--- config.mk ---
export PLATFORM = sky130hd
export DESIGN_NAME = led_bar_meter_with_flash_top
export DESIGN_NICKNAME = d
export VERILOG_FILES = /design/src/rtl/lbm_pkg.sv /design/src/rtl/lbm_lit_unit.sv /design/src/rtl/lbm_led_writer.sv /design/src/rtl/led_bar_meter_with_flash_top.sv
export SDC_FILE = /design/constraint.sdc
export NUM_CORES = 1
export LEC_CHECK = 0
export BUFFER_PORTS_ARGS = -buffer_cell sky130_fd_sc_hd__buf_2
export CAP_MARGIN = 25
export CORE_UTILIZATION = 31
export DETAILED_ROUTE_END_ITERATION = 8
export MAX_ROUTING_LAYER = met4
export PLACE_DENSITY_LB_ADDON = 0.15
export SYNTH_ARGS = -nofsm -noshare
export SYNTH_HDL_FRONTEND = slang
export SYNTH_SLANG_ARGS = --single-unit
--- constraint.sdc ---
create_clock -name clk -period 4.7 [get_ports clk]
set_clock_uncertainty 0.15 [all_clocks]
set_input_delay 0.235 -clock clk [delete_from_list [all_inputs] [get_ports clk]]
set_output_delay 0.235 -clock clk [all_outputs]
set_load 0.02 [all_outputs]
--- src/rtl/lbm_pkg.sv ---
// ----------------------------------------------------------------------------
// lbm_pkg - shared types and constants for the LED bar meter
// Field widths, register indexes and the LED write job handed to the writer.
// ----------------------------------------------------------------------------
package lbm_pkg;

  localparam int IDX_W   = 6;
  localparam int CNT_W   = 7;
  localparam int COLOR_W = 24;
  localparam int VAL_W   = 16;
  localparam int TIME_W  = 32;
  localparam int PROD_W  = VAL_W + CNT_W;

  localparam int MUL_STEPS = CNT_W;
  localparam int DIV_STEPS = PROD_W;

  localparam int CFG_IDX_W  = 2;
  localparam int CFG_DATA_W = 24;

  localparam logic [CFG_IDX_W-1:0] CFG_START_INDEX = 2'd0;
  localparam logic [CFG_IDX_W-1:0] CFG_END_INDEX   = 2'd1;
  localparam logic [CFG_IDX_W-1:0] CFG_MAX_VALUE   = 2'd2;
  localparam logic [CFG_IDX_W-1:0] CFG_BG_COLOR    = 2'd3;

  typedef logic [IDX_W-1:0]   idx_t;
  typedef logic [CNT_W-1:0]   cnt_t;
  typedef logic [COLOR_W-1:0] color_t;
  typedef logic [VAL_W-1:0]   val_t;

  localparam color_t BLACK_RGB = 24'h000000;

  typedef struct packed {
    idx_t   first;
    logic   up;
    cnt_t   span;
    cnt_t   lit;
    color_t fgc;
    color_t bgc;
  } wr_job_t;

endpackage

--- src/rtl/lbm_lit_unit.sv ---
// ----------------------------------------------------------------------------
// lbm_lit_unit - serial lit-count unit
// Shift-add multiply of value by span, one multiplier bit a cycle, then a
// restoring divide by max_value, one quotient bit a cycle, saturated at span.
// ----------------------------------------------------------------------------
module lbm_lit_unit (
  input  logic          clk,
  input  logic          rst,
  input  logic          start,
  input  lbm_pkg::val_t val,
  input  lbm_pkg::cnt_t span,
  input  lbm_pkg::val_t maxv,
  output logic          busy,
  output logic          done,
  output lbm_pkg::cnt_t lit
);
  import lbm_pkg::*;

  localparam logic [1:0] PH_IDLE = 2'd0;
  localparam logic [1:0] PH_MUL  = 2'd1;
  localparam logic [1:0] PH_DIV  = 2'd2;
  localparam logic [1:0] PH_DONE = 2'd3;

  logic [1:0]        phase;
  logic [4:0]        step;
  logic [PROD_W-1:0] mcand;
  cnt_t              mplier;
  logic [PROD_W-1:0] acc;
  val_t              rem;
  cnt_t              q;
  logic              ovf;
  cnt_t              span_r;
  val_t              maxv_r;

  logic [VAL_W:0] rem_sh;
  logic [VAL_W:0] rem_diff;
  logic           ge;

  assign rem_sh   = {rem, acc[PROD_W-1]};
  assign rem_diff = rem_sh - {1'b0, maxv_r};
  assign ge       = rem_sh >= {1'b0, maxv_r};

  always_ff @(posedge clk) begin
    if (rst) begin
      phase <= PH_IDLE;
      step  <= '0;
    end else begin
      unique case (phase)
        PH_IDLE: begin
          if (start) begin
            phase  <= PH_MUL;
            step   <= '0;
            mcand  <= {{(PROD_W-VAL_W){1'b0}}, val};
            mplier <= span;
            acc    <= '0;
            rem    <= '0;
            q      <= '0;
            ovf    <= 1'b0;
            span_r <= span;
            maxv_r <= maxv;
          end
        end
        PH_MUL: begin
          if (mplier[0]) acc <= acc + mcand;
          mcand  <= mcand << 1;
          mplier <= mplier >> 1;
          step   <= step + 5'd1;
          if (step == 5'(MUL_STEPS-1)) begin
            phase <= PH_DIV;
            step  <= '0;
          end
        end
        PH_DIV: begin
          // shift one dividend bit into the remainder, subtract if it fits
          rem  <= ge ? rem_diff[VAL_W-1:0] : rem_sh[VAL_W-1:0];
          acc  <= acc << 1;
          q    <= {q[CNT_W-2:0], ge};
          ovf  <= ovf | q[CNT_W-1];
          step <= step + 5'd1;
          if (step == 5'(DIV_STEPS-1)) phase <= PH_DONE;
        end
        PH_DONE: phase <= PH_IDLE;
        default: phase <= PH_IDLE;
      endcase
    end
  end

  assign busy = phase != PH_IDLE;
  assign done = phase == PH_DONE;
  assign lit  = (ovf || q > span_r) ? span_r : q;

  a_lit_in_span: assert property (@(posedge clk) disable iff (rst)
    done |-> lit <= span_r)
    else $error("lit count exceeds span");

endmodule

--- src/rtl/lbm_led_writer.sv ---
// ----------------------------------------------------------------------------
// lbm_led_writer - LED write sequencer
// Walks the span one LED a cycle unless stalled; drives output word register.
// ----------------------------------------------------------------------------
module lbm_led_writer (
  input  logic             clk,
  input  logic             rst,
  input  logic             start,
  input  lbm_pkg::wr_job_t job,
  output logic             busy,
  output logic             m_valid,
  input  logic             m_ready,
  output lbm_pkg::idx_t    m_index,
  output lbm_pkg::color_t  m_color,
  output logic             m_last
);
  import lbm_pkg::*;

  wr_job_t job_r;
  cnt_t    cnt;
  idx_t    pos;
  logic    load;
  logic    is_last;

  assign load    = busy && (!m_valid || m_ready);
  assign is_last = (cnt + cnt_t'(1)) == job_r.span;

  always_ff @(posedge clk) begin
    if (rst) begin
      busy    <= 1'b0;
      m_valid <= 1'b0;
    end else begin
      if (start) begin
        job_r <= job;
        pos   <= job.first;
        cnt   <= '0;
        busy  <= 1'b1;
      end else if (load) begin
        m_index <= pos;
        m_color <= (cnt < job_r.lit) ? job_r.fgc : job_r.bgc;
        m_last  <= is_last;
        pos     <= job_r.up ? pos + idx_t'(1) : pos - idx_t'(1);
        cnt     <= cnt + cnt_t'(1);
        if (is_last) busy <= 1'b0;
      end
      // hold the word until taken
      if (load) m_valid <= 1'b1;
      else if (m_ready) m_valid <= 1'b0;
    end
  end

  a_start_idle: assert property (@(posedge clk) disable iff (rst)
    start |-> !busy)
    else $error("write job started while busy");

  a_cnt_in_span: assert property (@(posedge clk) disable iff (rst)
    busy |-> cnt < job_r.span)
    else $error("write counter ran past span");

endmodule

--- src/rtl/led_bar_meter_with_flash_top.sv ---
// An accepted word goes through ST_CALC, then ST_WAIT while lbm_lit_unit runs
// its 7 multiply steps and 23 divide steps, then ST_EMIT to start the writer;
// when blanked or max_value is zero, ST_CALC goes straight to ST_EMIT.
// The next word is accepted and computed while the writer drains the last
// refresh; ST_EMIT holds until the writer is free. Reset: rst synchronous;
// registers to defaults, blink shown.
// ----------------------------------------------------------------------------
// led_bar_meter_with_flash_top - LED bar graph meter with flashing
// Blink timing, span setup and sequencing around the lit unit and the writer.
// ----------------------------------------------------------------------------
module led_bar_meter_with_flash_top #(
  parameter int NUM_LEDS = 64
) (
  input  logic                             clk,
  input  logic                             rst,
  input  logic                             cfg_we,
  input  logic [lbm_pkg::CFG_IDX_W-1:0]    cfg_index,
  input  logic [lbm_pkg::CFG_DATA_W-1:0]   cfg_data,
  input  logic                             s_axis_tvalid,
  output logic                             s_axis_tready,
  // now_ms[31:0], meter_value[47:32], fg_color[71:48], flash_interval[87:72]
  input  logic [87:0]                      s_axis_tdata,
  output logic                             m_axis_tvalid,
  input  logic                             m_axis_tready,
  // led_index[5:0], led_color[29:6], zero[31:30]
  output logic [31:0]                      m_axis_tdata,
  // last_write
  output logic                             m_axis_tlast
);
  import lbm_pkg::*;

  localparam int MAX_IDX = NUM_LEDS - 1;

  localparam logic [1:0] ST_IDLE = 2'd0;
  localparam logic [1:0] ST_CALC = 2'd1;
  localparam logic [1:0] ST_WAIT = 2'd2;
  localparam logic [1:0] ST_EMIT = 2'd3;

  idx_t   start_index;
  idx_t   end_index;
  val_t   max_value;
  color_t background_color;

  logic [1:0]        state;
  logic              blink;
  logic [TIME_W-1:0] last_toggle;
  val_t              val_r;
  color_t            fg_r;
  logic              shown_r;
  idx_t              s_r;
  logic              up_r;
  cnt_t              span_r;
  cnt_t              lit_r;

  logic [TIME_W-1:0] now_ms;
  val_t              meter_value;
  color_t            fg_color;
  val_t              flash_interval;
  logic [TIME_W-1:0] elapsed;
  logic              toggle;
  logic              blink_next;
  idx_t              s_c;
  idx_t              e_c;
  logic              up_c;
  cnt_t              span_c;
  logic              accept;

  logic    lit_start;
  logic    lit_busy;
  logic    lit_done;
  cnt_t    lit_out;
  logic    wr_start;
  logic    wr_busy;
  wr_job_t job;
  idx_t    led_index;
  color_t  led_color;

  assign now_ms         = s_axis_tdata[31:0];
  assign meter_value    = s_axis_tdata[47:32];
  assign fg_color       = s_axis_tdata[71:48];
  assign flash_interval = s_axis_tdata[87:72];

  assign elapsed    = now_ms - last_toggle;
  assign toggle     = (flash_interval != '0) && (elapsed >= {16'd0, flash_interval});
  assign blink_next = blink ^ toggle;

  assign s_c    = (int'(start_index) > MAX_IDX) ? IDX_W'(MAX_IDX) : start_index;
  assign e_c    = (int'(end_index) > MAX_IDX) ? IDX_W'(MAX_IDX) : end_index;
  assign up_c   = s_c < e_c;
  assign span_c = up_c ? ({1'b0, e_c} - {1'b0, s_c} + cnt_t'(1))
                       : ({1'b0, s_c} - {1'b0, e_c} + cnt_t'(1));

  assign s_axis_tready = state == ST_IDLE;
  assign accept        = s_axis_tvalid && s_axis_tready;

  always_ff @(posedge clk) begin
    if (rst) begin
      start_index      <= '0;
      end_index        <= 6'd63;
      max_value        <= 16'd100;
      background_color <= BLACK_RGB;
    end else if (cfg_we) begin
      unique case (cfg_index)
        CFG_START_INDEX: start_index      <= cfg_data[IDX_W-1:0];
        CFG_END_INDEX:   end_index        <= cfg_data[IDX_W-1:0];
        CFG_MAX_VALUE:   max_value        <= cfg_data[VAL_W-1:0];
        CFG_BG_COLOR:    background_color <= cfg_data[COLOR_W-1:0];
        default: ;
      endcase
    end
  end

  assign lit_start = (state == ST_CALC) && shown_r && (max_value != '0);
  assign wr_start  = (state == ST_EMIT) && !wr_busy;

  always_ff @(posedge clk) begin
    if (rst) begin
      state       <= ST_IDLE;
      blink       <= 1'b0;
      last_toggle <= '0;
    end else begin
      unique case (state)
        ST_IDLE: begin
          if (accept) begin
            if (toggle) begin
              blink       <= blink_next;
              last_toggle <= now_ms;
            end
            shown_r <= (flash_interval == '0) || !blink_next;
            val_r   <= meter_value;
            fg_r    <= fg_color;
            s_r     <= s_c;
            up_r    <= up_c;
            span_r  <= span_c;
            state   <= ST_CALC;
          end
        end
        ST_CALC: begin
          priority if (!shown_r) begin
            lit_r <= '0;
            state <= ST_EMIT;
          end else if (max_value == '0) begin
            lit_r <= span_r;
            state <= ST_EMIT;
          end else begin
            state <= ST_WAIT;
          end
        end
        ST_WAIT: begin
          if (lit_done) begin
            lit_r <= lit_out;
            state <= ST_EMIT;
          end
        end
        ST_EMIT: begin
          if (!wr_busy) state <= ST_IDLE;
        end
        default: state <= ST_IDLE;
      endcase
    end
  end

  assign job = '{first: s_r,
                 up:    up_r,
                 span:  span_r,
                 lit:   lit_r,
                 fgc:   shown_r ? fg_r : BLACK_RGB,
                 bgc:   shown_r ? background_color : BLACK_RGB};

  lbm_lit_unit u_lit (
    .clk   (clk),
    .rst   (rst),
    .start (lit_start),
    .val   (val_r),
    .span  (span_r),
    .maxv  (max_value),
    .busy  (lit_busy),
    .done  (lit_done),
    .lit   (lit_out)
  );

  lbm_led_writer u_writer (
    .clk     (clk),
    .rst     (rst),
    .start   (wr_start),
    .job     (job),
    .busy    (wr_busy),
    .m_valid (m_axis_tvalid),
    .m_ready (m_axis_tready),
    .m_index (led_index),
    .m_color (led_color),
    .m_last  (m_axis_tlast)
  );

  assign m_axis_tdata = {2'b00, led_color, led_index};

  a_wait_busy: assert property (@(posedge clk) disable iff (rst)
    state == ST_WAIT |-> lit_busy)
    else $error("waiting on an idle lit unit");

endmodule
==> metrics, run 1 <==
layout cells sized above 1 19.5%; H-Tree Depth 2; Post-Route Setup TNS -2.66 ns; Relative slew margins 30.0%; row count 93; I/O pins 154; I/O Buffers 151; RSZ-0062 raised after global routing yes; core area 0.0647 mm^2; Final Hold Viols 0; R2R depth 22; Clock transition at path regs 0.06 ns; hpwl dp 36,500 um; #FFs+latches synth 365; Setup crit end kind register; FF-to-FF setup slack -0.17 ns; Min-Delay Endpoint state[1]$_SDFFE_PP0P_; DRC 0; status complete, but fails checks; # nets final 2,485; clk_lat worst skew 0.57 ns; final worst slack -0.171 ns; Fin Hold WS 0.0892 ns; die area 0.0668 mm^2; Die H 259 um; area leader, netlist edfxtp_1; Peak supply drop 0.260 mV; Mapped Cells 1,937; top-area cell type share of the netlist area 39.6%; vias in the first global route 15,706; Mapped Area 0.0204 mm^2; Final min period 4.87 ns; Slew Viols, Final 0; antenna-violating nets left 0; P per Cell Area 483 mW/mm^2; number of synthesized flops with an enable pin 269; CP Cell Sequence ha_4 -> fa_2 -> nand2b_4 -> a21oi_4 -> o211a_1 -> o21ai_1 -> nand2b_1 -> a21oi_2 -> o21bai_1 -> a21oi_2 -> xnor2_1 -> ha_1 -> a21oi_2 -> o22ai_2 -> nor4_2 -> o311ai_1 -> a211o_1 -> a2111oi_4 -> nand4_4 -> buf_6 -> a2111oi_4 -> mux2_4; Hold Crit Class primary input to register; Max FO, Critical Path 6; Worst setup SP type register; die width 259 um; Max Clk Rate 205 MHz; Top cell by count, worst path a21oi_2; Post-Route WL 53,900 um; TritonCTS buffer count 43; RR Endpoint shown_r$_DFFE_PP_; drt via density 4.98; Crit Path Class register to register; routability-driven placement congestion ratio 0.859; Tot GR Track Use 16.5%; synth top area cells edfxtp_1, dfxtp_1, ha_1, nand2_1, a21oi_1; ys async rst share 0%; clk root buf clkbuf_16; largest net degree at the start of global routing 99; DR pass1 iterations 5; Max stage delay on crit path 0.33 ns; clock sinks 365; Routed wire per std cell 17.3 um; initial antenna violation count 2; total vias in the final route 15,505; most instantiated library cell after synthesis edfxtp_1; Hold Path Origin rst; FF-to-FF Start last_toggle[0]$_SDFFE_PP0P_; crit-path leading delay family compound AO/OA/AOI/OAI gates; Slowest-stage cell, CP dfxtp_2; Mapped Avg Cell Area 10.5 um^2; hold depth 2; critical path arrival 5.03 ns; WP data required 4.86 ns; Seq/Total Area, Yosys 49.0%; global route overflow 0; Synth cell types 82; CTS tree yes; first-iteration detailed-routing DRC count 827; dpl cell area 0.0224 mm^2; ys flop type edfxtp_1; Final Cell Area 0.0257 mm^2; max cap viols 0; Worst-Margin Slew 1.05 ns; leakage 0.00983 uW; crit share post-route 104%; first-pass GRT wire length 85,900 um; yosys warns 0; failing checks setup timing; top post-synthesis cells by count edfxtp_1, nand2_1, ha_1; CTS max path bufs 3; P&R area growth vs syn 26.0%; initial core utilization 31.5%; setup violators final 29; Critical path buffers and inverters 1
[per-layer routing]
| layer | GRT usage (%) | up-vias | wire [um] |
|---|---|---|---|
| met5 | - | - | 0 |
| met4 | 6.84 | 0 | 1800 |
| met3 | 2.12 | 93 | 1950 |
| met2 | 26.3 | 303 | 25500 |
| met1 | 21.0 | 7446 | 24600 |
| li1 | - | 7663 | - |
[cells in the final DEF (no fill, tap or decap), types with 70 or more instances in the layout]
master,n
inv_1,128
buf_2,150
a21oi_1,114
nor2_1,111
dfxtp_1,95
and2_1,70
edfxtp_1,269
ha_1,134
nand2_1,182
dlygate4sd3_1,101
[where the power goes]
group	switching, uW	internal, uW	total [uW]
combinational	2910	1840	4750
clock	1370	2070	3440
sequential	221	3990	4210
[per-stage QoR]
step                      utilization (%)  std cells  worst slack (ns)  total power [uW]
after floorplan                         -       1938            0.0229              7240
after global placement               34.5       2905            -0.453              8470
after detailed placement             34.6       2908            -0.612              8510
after CTS                            38.8       3098            -0.108             12200
after global routing                 39.7       3113            -0.378             13200
final                                39.7       3113            -0.171             12400
[worst max path at each step]
stage | start | end | slack [ns] | cells past startpoint
floorplan | last_toggle[0]$_SDFFE_PP0P_ | shown_r$_DFFE_PP_ | 0.02 | 21
global placement | s_axis_tdata[0] | shown_r$_DFFE_PP_ | -0.45 | 23
detailed placement | s_axis_tdata[0] | last_toggle[21]$_SDFFE_PP0P_ | -0.61 | 23
CTS | last_toggle[0]$_SDFFE_PP0P_ | shown_r$_DFFE_PP_ | -0.11 | 21
global route | last_toggle[0]$_SDFFE_PP0P_ | shown_r$_DFFE_PP_ | -0.38 | 22
finish | last_toggle[0]$_SDFFE_PP0P_ | shown_r$_DFFE_PP_ | -0.17 | 22
[area by class of cell]
| type | instances | area (um^2) |
|---|---|---|
| Timing Repair Buffer | 331 | 2470 |
| Clock buffer | 64 | 1250 |
| Fill cell | 6413 | 39000 |
| Antenna cell | 2 | 5.00 |
| Multi-Input combinational cell | 1352 | 10200 |
| Inverter | 128 | 480 |
| Clock inverter | 16 | 224 |
| Tap cell | 855 | 1070 |
| Sequential cell | 365 | 10000 |
[logic make-up (layout without fill, tap and decap cells)]
kind of cell | count (synthesis) | in the layout | share of synthesized area (%)
XOR/XNOR | 76 | 76 | 3.26
flip-flops | 365 | 365 | 49.0
other | 1 | 4 | 0.0184
AND/OR/NAND/NOR | 610 | 614 | 15.3
multiplexers | 66 | 66 | 3.53
AO/OA/AOI/OAI | 449 | 449 | 15.1
adder cells (fa/ha/maj) | 145 | 145 | 9.22
buffers and inverters | 225 | 539 | 4.53
[registers in the layout, summed over array words and instances, names as in the netlist, 7 cells and up]
register	cells
u_writer.job_r	63
last_toggle	32
background_color	24
fg_r	24
u_writer.m_color	24
u_lit.acc	23
u_lit.mcand	23
max_value	16
u_lit.maxv_r	16
u_lit.rem	16
val_r	16
lit_r	7
span_r	7
u_lit.mplier	7
u_lit.q	7
u_lit.span_r	7
u_writer.cnt	7
[what timing repair did]
action	in CTS	in global routing
hold buffers	101	0
setup buffers	5	11
resized for setup	31	73
endpoints found under the setup margin	34	34
gates cloned	4	0
pin swaps	39	22
endpoints found under the hold margin	125	0
Note: power is estimated with default switching activity, not from simulation.
==> run 2: changes to the inputs <==
- CORE_ASPECT_RATIO: default -> 1.75
- CORE_MARGIN: default -> 2
- CTS_CLUSTER_SIZE: default -> 8
==> run 2 against run 1 <==
Net effect:
- flip-flop and latch count did not move
- final cell count fell by 0.90%
- critical path depth rose by 1
- die area rose by 1.7%
- total power rose by 0.39%
- the run still ends with setup timing left
- largest power group unchanged
- combinational power barely moved
- worst setup slack got worse by 0.0055 ns
- sequential power barely moved
- via count rose by 1.4%
- non-clock buffer count fell by 5
- worst hold slack got worse by 0.037 ns
- register-to-register slack barely moved
==> metrics, run 2 (synthesized netlist as in run 1, its figures left out) <==
antenna-violating nets left 0 (unchanged); CP Launch Point last_toggle[0]$_SDFFE_PP0P_; Relative slew margins 34.2% (+4.1 points); pre-CTS WS -0.675 ns (-0.0627 ns); biggest regs u_writer.job_r x63, last_toggle x32; Worst setup SP type register; setup violators final 34 (+17%); Slew Viols, Final 0 (unchanged); met3 wire length 2030 um (+4.3%); WP data required 5.05 ns (+0.19 ns); drt via density 5.10 (+2.4%); crit share post-route 104% (+0.12 points); # nets final 2,489 (+0.16%); leakage 0.00970 uW (-1.3%); Setup crit end kind register; first-pass GRT wire length 90,300 um (+5.2%); total vias in the final route 15,728 (+1.4%); Post-Route WL 58,000 um (+7.6%); first-iteration detailed-routing DRC count 776 (-6.2%); Die H 343 um (+33%); DRC 0 (unchanged); Crit Path Class register to register; Tot GR Track Use 17.5% (+1.0 points); routability-driven placement congestion ratio 0.885 (+3.1%); CTS tree yes; RSZ-0062 raised after global routing yes; Final Hold Viols 0 (unchanged); Max Clk Rate 205 MHz (-0.11%); Post-Route M1 WL 21,800 um (-11%); row count 124 (+33%); P&R area growth vs syn 24.3%; FF-to-FF Start last_toggle[0]$_SDFFE_PP0P_; max cap viols 0 (unchanged); uppermost layer routed met4; initial antenna violation count 5 (+3); Worst-Margin Slew 0.981 ns (-0.0684 ns); global route overflow 0 (unchanged); hpwl dp 41,600 um (+14%); CTS max path bufs 3 (unchanged); failing checks setup timing; Routed wire per std cell 18.8 um (+8.5%); commonest non-fill, non-tap cell in the layout edfxtp_1; core area 0.0652 mm^2 (+0.72%); max reg flops 63 (unchanged); layout cells sized above 1 18.2% (-1.3 points); most frequent cells in the layout edfxtp_1, nand2_1, buf_2, ha_1, inv_1; DR pass1 iterations 6 (+1); die width 198 um (-23%); Reg with most FFs u_writer.job_r; fillers 6,400 (-0.20%); CP endpoint blink$_SDFFE_PP0P_; H-Tree Depth 2 (unchanged); TritonCTS buffer count 51 (+19%); clk_lat worst skew 0.61 ns (+0.04 ns); Peak supply drop 0.275 mV (+5.6%); critical path arrival 5.22 ns (+0.19 ns); I/O pins 154 (unchanged); RR Endpoint blink$_SDFFE_PP0P_; total power draw 12,500 uW (+0.39%); P per Cell Area 491 mW/mm^2 (+1.7%); Max FO, Critical Path 8 (+2); die area 0.0680 mm^2 (+1.7%); wire length on met2 31,400 um (+23%); largest net degree at the start of global routing 73 (-26%); Clock transition at path regs 0.05 ns (about the same); final worst slack -0.177 ns (-0.00549 ns); R2R depth 23 (+4.5%); Hold Crit Class primary input to register; Final min period 4.88 ns (+0.00549 ns); initial core utilization 31.3% (-0.23 points); status complete, but fails checks; FF-to-FF setup slack -0.18 ns (about the same); I/O Buffers 151 (unchanged); vias in the first global route 16,587 (+5.6%); clock sinks 365 (unchanged); clk root buf clkbuf_16
-- run 2: cell types whose count changed in the layout (fill, tap and decap cells not counted), moves of 7 or more --
cell,change
clkbuf_1,+21
o31ai_1,+7
o311ai_1,+12
clkbuf_16,+7
o31ai_4,-13
o311ai_2,-9
-- run 2: worst min-delay path by stage --
| stage | start | end | slack (ns) | cells after the start |
|---|---|---|---|---|
| 3_3_place_gp | lit_r[5]$_DFFE_PP_ | u_writer.job_r[53]$_DFFE_PP_ | 0.26 | 0 |
| 6_report | rst | u_lit.phase[1]$_SDFFE_PP0P_ | 0.05 | 2 |
| 2_1_floorplan | s_axis_tdata[48] | fg_r[0]$_DFFE_PP_ | 0.18 | 0 |
| 4_1_cts | cfg_index[1] | s_c[3]$_SDFFE_PP0P_ | 0.009 | 5 |
| 5_1_grt | rst | u_lit.phase[1]$_SDFFE_PP0P_ | 0.05 | 2 |
| 3_5_place_dp | up_r$_DFFE_PP_ | u_writer.job_r[62]$_DFFE_PP_ | 0.26 | 0 |
-- run 2: stage by stage --
| stage | std cells | hold slack [ns] | area [um^2] | util [%] | setup TNS (ns) |
|---|---|---|---|---|---|
| floorplan | 1938 | 0.184 | 20400 | - | 0 |
| global placement | 2881 | 0.256 | 22400 | 34.3 | -16.79 |
| detailed placement | 2883 | 0.256 | 22400 | 34.4 | -21.37 |
| CTS | 3077 | 0.00885 | 25100 | 38.5 | -6.37 |
| global route | 3085 | 0.0519 | 25400 | 38.9 | -11.10 |
| finish | 3085 | 0.0521 | 25400 | 38.9 | -3.02 |
-- run 2: report_power, final --
part	total [uW]	internal, uW	switching (uW)
Combinational	4750	1860	2890
Clock	3480	2040	1440
Sequential	4220	4000	224
-- run 2: layout make-up --
cell class,instances,area (um^2),area share (%)
antenna,5,12.5,0.0493
clock buffer,86,1420,5.59
clock inverter,3,66.3,0.261
inverter,128,480,1.89
multi-input combinational,1353,9970,39.3
sequential,365,10000,39.4
tap,819,1020,4.04
timing repair buffer,326,2400,9.45
-- run 2: metal layers --
layer | vias up | GRT usage, %
li1 | 7647 | -
met1 | 7596 | 17.5
met2 | 349 | 32.9
met3 | 136 | 2.31
met4 | 0 | 8.83
met5 | - | -
-- run 2: worst max-delay path, stage by stage, from the launching register on --
cell and delay (ns):
dfxtp_4 0.35, ha_4 0.16, fa_2 0.34, nand2b_4 0.17
a21oi_4 0.17, o211a_1 0.23, o21ai_2 0.06, nand2b_1 0.10
a21oi_2 0.07, o21bai_1 0.15, a21oi_1 0.09, xnor2_1 0.14
ha_1 0.33, buf_6 0.13, o2111ai_2 0.08, inv_1 0.07
a32oi_1 0.16, o311ai_1 0.13, a211o_1 0.27, a2111oi_4 0.20
buf_4 0.20, nand4_4 0.16, or3_4 0.59, o311ai_1 0.26
-- run 2: timing repair --
item	4_1_cts	5_1_grt
hold buffers	98	0
cloned	5	0
setup endpoints to repair	34	34
endpoints found under the hold margin	125	0
gates resized for setup	36	34
buffers inserted	3	1
pin swaps	30	19
==> run 3: changes to the inputs <==
- CELL_PAD_IN_SITES_DETAIL_PLACEMENT: default -> 0
- CELL_PAD_IN_SITES_GLOBAL_PLACEMENT: default -> 1
- CTS_CLUSTER_DIAMETER: default -> 80
==> run 3 against run 2 <==
Net effect:
- the flow still finishes with violations (setup timing)
- die area unchanged
- fmax increased by 3.3%
- register-to-register slack improved by 0.16 ns
==> metrics, run 3 (synthesized netlist as in run 1, its figures left out) <==
max reg flops 63 (unchanged); Worst setup SP type register; first-iteration detailed-routing DRC count 576 (-26%); initial antenna violation count 1 (-4); DRC 0 (unchanged); Die H 343 um (unchanged); layout cells sized above 1 17.3% (-0.85 points); Relative slew margins 36.2% (+2.0 points); global route overflow 0 (unchanged); P per Cell Area 492 mW/mm^2 (about the same); first-pass GRT wire length 90,500 um (+0.21%); crit share post-route 100% (-3.4 points); row count 124 (unchanged); CTS tree yes; crit-path leading delay family compound AO/OA/AOI/OAI gates; I/O pins 154 (unchanged); antenna-violating nets left 0 (unchanged); Final min period 4.72 ns (-0.158 ns); FF+latch area 0.0100 mm^2 (about the same); Setup crit end kind register; hold depth 4 (+2); setup violators final 5 (-85%); # nets final 2,489 (unchanged); Max FO, Critical Path 8 (unchanged); total vias in the final route 15,537 (-1.2%); Slowest-stage cell, CP or3_4; status complete, but fails checks; core area 0.0652 mm^2 (unchanged); Max Clk Rate 212 MHz (+3.3%); clock sinks 365 (unchanged); Post-Route Setup TNS -0.0470 ns (+2.97 ns); Crit Path Class register to register; Reg with most FFs u_writer.job_r; final worst slack -0.0190 ns (+0.158 ns); drt via density 5.03 (-1.3%); Critical path buffers and inverters 1 (-2); die width 198 um (unchanged); Worst-Margin Slew 0.953 ns (-0.0284 ns); DR pass1 iterations 5 (-1); clk_lat worst skew 0.63 ns (+0.02 ns); failing checks setup timing; largest net degree at the start of global routing 90 (+23%); RR Endpoint last_toggle[0]$_SDFFE_PP0P_; CP Cell Sequence ha_4 -> fa_2 -> nand2b_4 -> a21oi_4 -> o211a_1 -> o21ai_1 -> nand2b_1 -> a21oi_2 -> o21bai_1 -> a21oi_1 -> xnor2_1 -> ha_1 -> a21oi_2 -> o22ai_1 -> nor4_1 -> o311ai_1 -> a211o_1 -> a2111oi_4 -> nand4_4 -> or3_4 -> clkbuf_16 -> o311ai_2; clk root buf clkbuf_16; Routed wire per std cell 19.0 um (+1.2%); leakage 0.00965 uW (-0.49%); fillers 6,469 (+1.1%); P&R area growth vs syn 24.1%; Hold Crit Class primary input to register; Final Hold Viols 0 (unchanged); CTS max path bufs 3 (unchanged); RSZ-0062 raised after global routing yes; WP data required 5.06 ns (about the same); FF-to-FF Start last_toggle[0]$_SDFFE_PP0P_; ant diodes 0 (-5); Tot GR Track Use 17.7% (+0.23 points); Post-Route WL 58,700 um (+1.3%); Slew Viols, Final 0 (unchanged); multi-input logic area 0.00981 mm^2 (-1.5%); commonest non-fill, non-tap cell in the layout edfxtp_1; Clock transition at path regs 0.05 ns (about the same); TritonCTS buffer count 52 (+2.0%); initial core utilization 31.3% (unchanged); H-Tree Depth 2 (unchanged); Hold Path Origin cfg_we; I/O Buffers 151 (unchanged); routability-driven placement congestion ratio 0.854 (-3.6%); R2R depth 22 (-4.3%); most frequent cells in the layout edfxtp_1, nand2_1, buf_2, ha_1, inv_1; critical path arrival 5.08 ns (-0.14 ns); die area 0.0680 mm^2 (unchanged); pre-CTS WS -0.478 ns (+0.197 ns); Top cell by count, worst path a21oi_2; vias in the first global route 16,286 (-1.8%); Peak supply drop 0.261 mV (-5.2%); Min-Delay Endpoint background_color[0]$_SDFFE_PP0P_; max cap viols 0 (unchanged); Max stage delay on crit path 0.42 ns (-0.17 ns); biggest regs u_writer.job_r x63, last_toggle x32; FF-to-FF setup slack -0.02 ns (+0.16 ns); hpwl dp 41,800 um (+0.53%)
==> run 3: cell types whose count changed in the layout (fill, tap and decap cells not counted), moves of 4 or more <==
cell	delta
buf_4	-7
or3_4	-4
diode_2	-5
o31ai_1	+7
o31ai_2	-10
dlygate4sd3_1	+5
clkbuf_1	+6
==> run 3: tightest hold or removal path: cells and delay by family <==
family	cells	cell delay, ns
AO/OA/AOI/OAI	1	0.05
buffers and inverters	1	0.13
AND/OR/NAND/NOR	2	0.34
==> run 3: worst max-delay path by stage <==
stage,startpoint,end,slack [ns],depth (start not counted)
2_1_floorplan,last_toggle[0]$_SDFFE_PP0P_,shown_r$_DFFE_PP_,0.02,21
3_3_place_gp,s_axis_tdata[0],last_toggle[27]$_SDFFE_PP0P_,-0.41,24
3_5_place_dp,s_axis_tdata[0],last_toggle[27]$_SDFFE_PP0P_,-0.48,24
4_1_cts,last_toggle[0]$_SDFFE_PP0P_,last_toggle[0]$_SDFFE_PP0P_,-0.11,22
5_1_grt,last_toggle[0]$_SDFFE_PP0P_,last_toggle[17]$_SDFFE_PP0P_,-0.25,22
6_report,last_toggle[0]$_SDFFE_PP0P_,last_toggle[0]$_SDFFE_PP0P_,-0.02,22
==> run 3: area by class of cell <==
| cell class | count | area share [%] |
|---|---|---|
| sequential | 365 | 39.5 |
| multi-input combinational | 1348 | 38.7 |
| clock buffer | 92 | 5.73 |
| inverter | 128 | 1.90 |
| timing repair buffer | 330 | 9.76 |
| tap | 819 | 4.05 |
| clock inverter | 5 | 0.336 |
==> run 3: power by group <==
| group | total (uW) | switching [uW] | internal [uW] |
|---|---|---|---|
| Sequential | 4220 | 222 | 4000 |
| Clock | 3590 | 1500 | 2090 |
| Combinational | 4640 | 2850 | 1790 |
==> run 3: layer usage <==
| layer | share of wire, % | track usage, % |
|---|---|---|
| met3 | 3.5 | 2.48 |
| met4 | 3.5 | 7.05 |
| met2 | 55 | 33.9 |
| met1 | 38 | 17.9 |
| met5 | 0 | - |
==> run 3: through the flow <==
| step | cells | power [uW] | instance area (um^2) | hold slack [ns] | utilization (%) |
|---|---|---|---|---|---|
| 3_5_place_dp | 2878 | 8700 | 22400 | 0.256 | 34.3 |
| 2_1_floorplan | 1938 | 7240 | 20400 | 0.184 | - |
| 5_1_grt | 3087 | 13200 | 25300 | 0.0654 | 38.9 |
| 4_1_cts | 3083 | 12600 | 25200 | 0.00931 | 38.7 |
| 3_3_place_gp | 2874 | 8660 | 22300 | 0.254 | 34.3 |
| 6_report | 3087 | 12500 | 25300 | 0.0553 | 38.9 |
==> run 3: timing repair <==
item / in CTS / in global routing
buffers inserted: 4 / 1
hold buffers: 103 / 0
cloned: 1 / 1
pin swaps: 15 / 2
gates resized for setup: 36 / 10
setup endpoints to repair: 34 / 34
hold endpoints to repair: 126 / 0
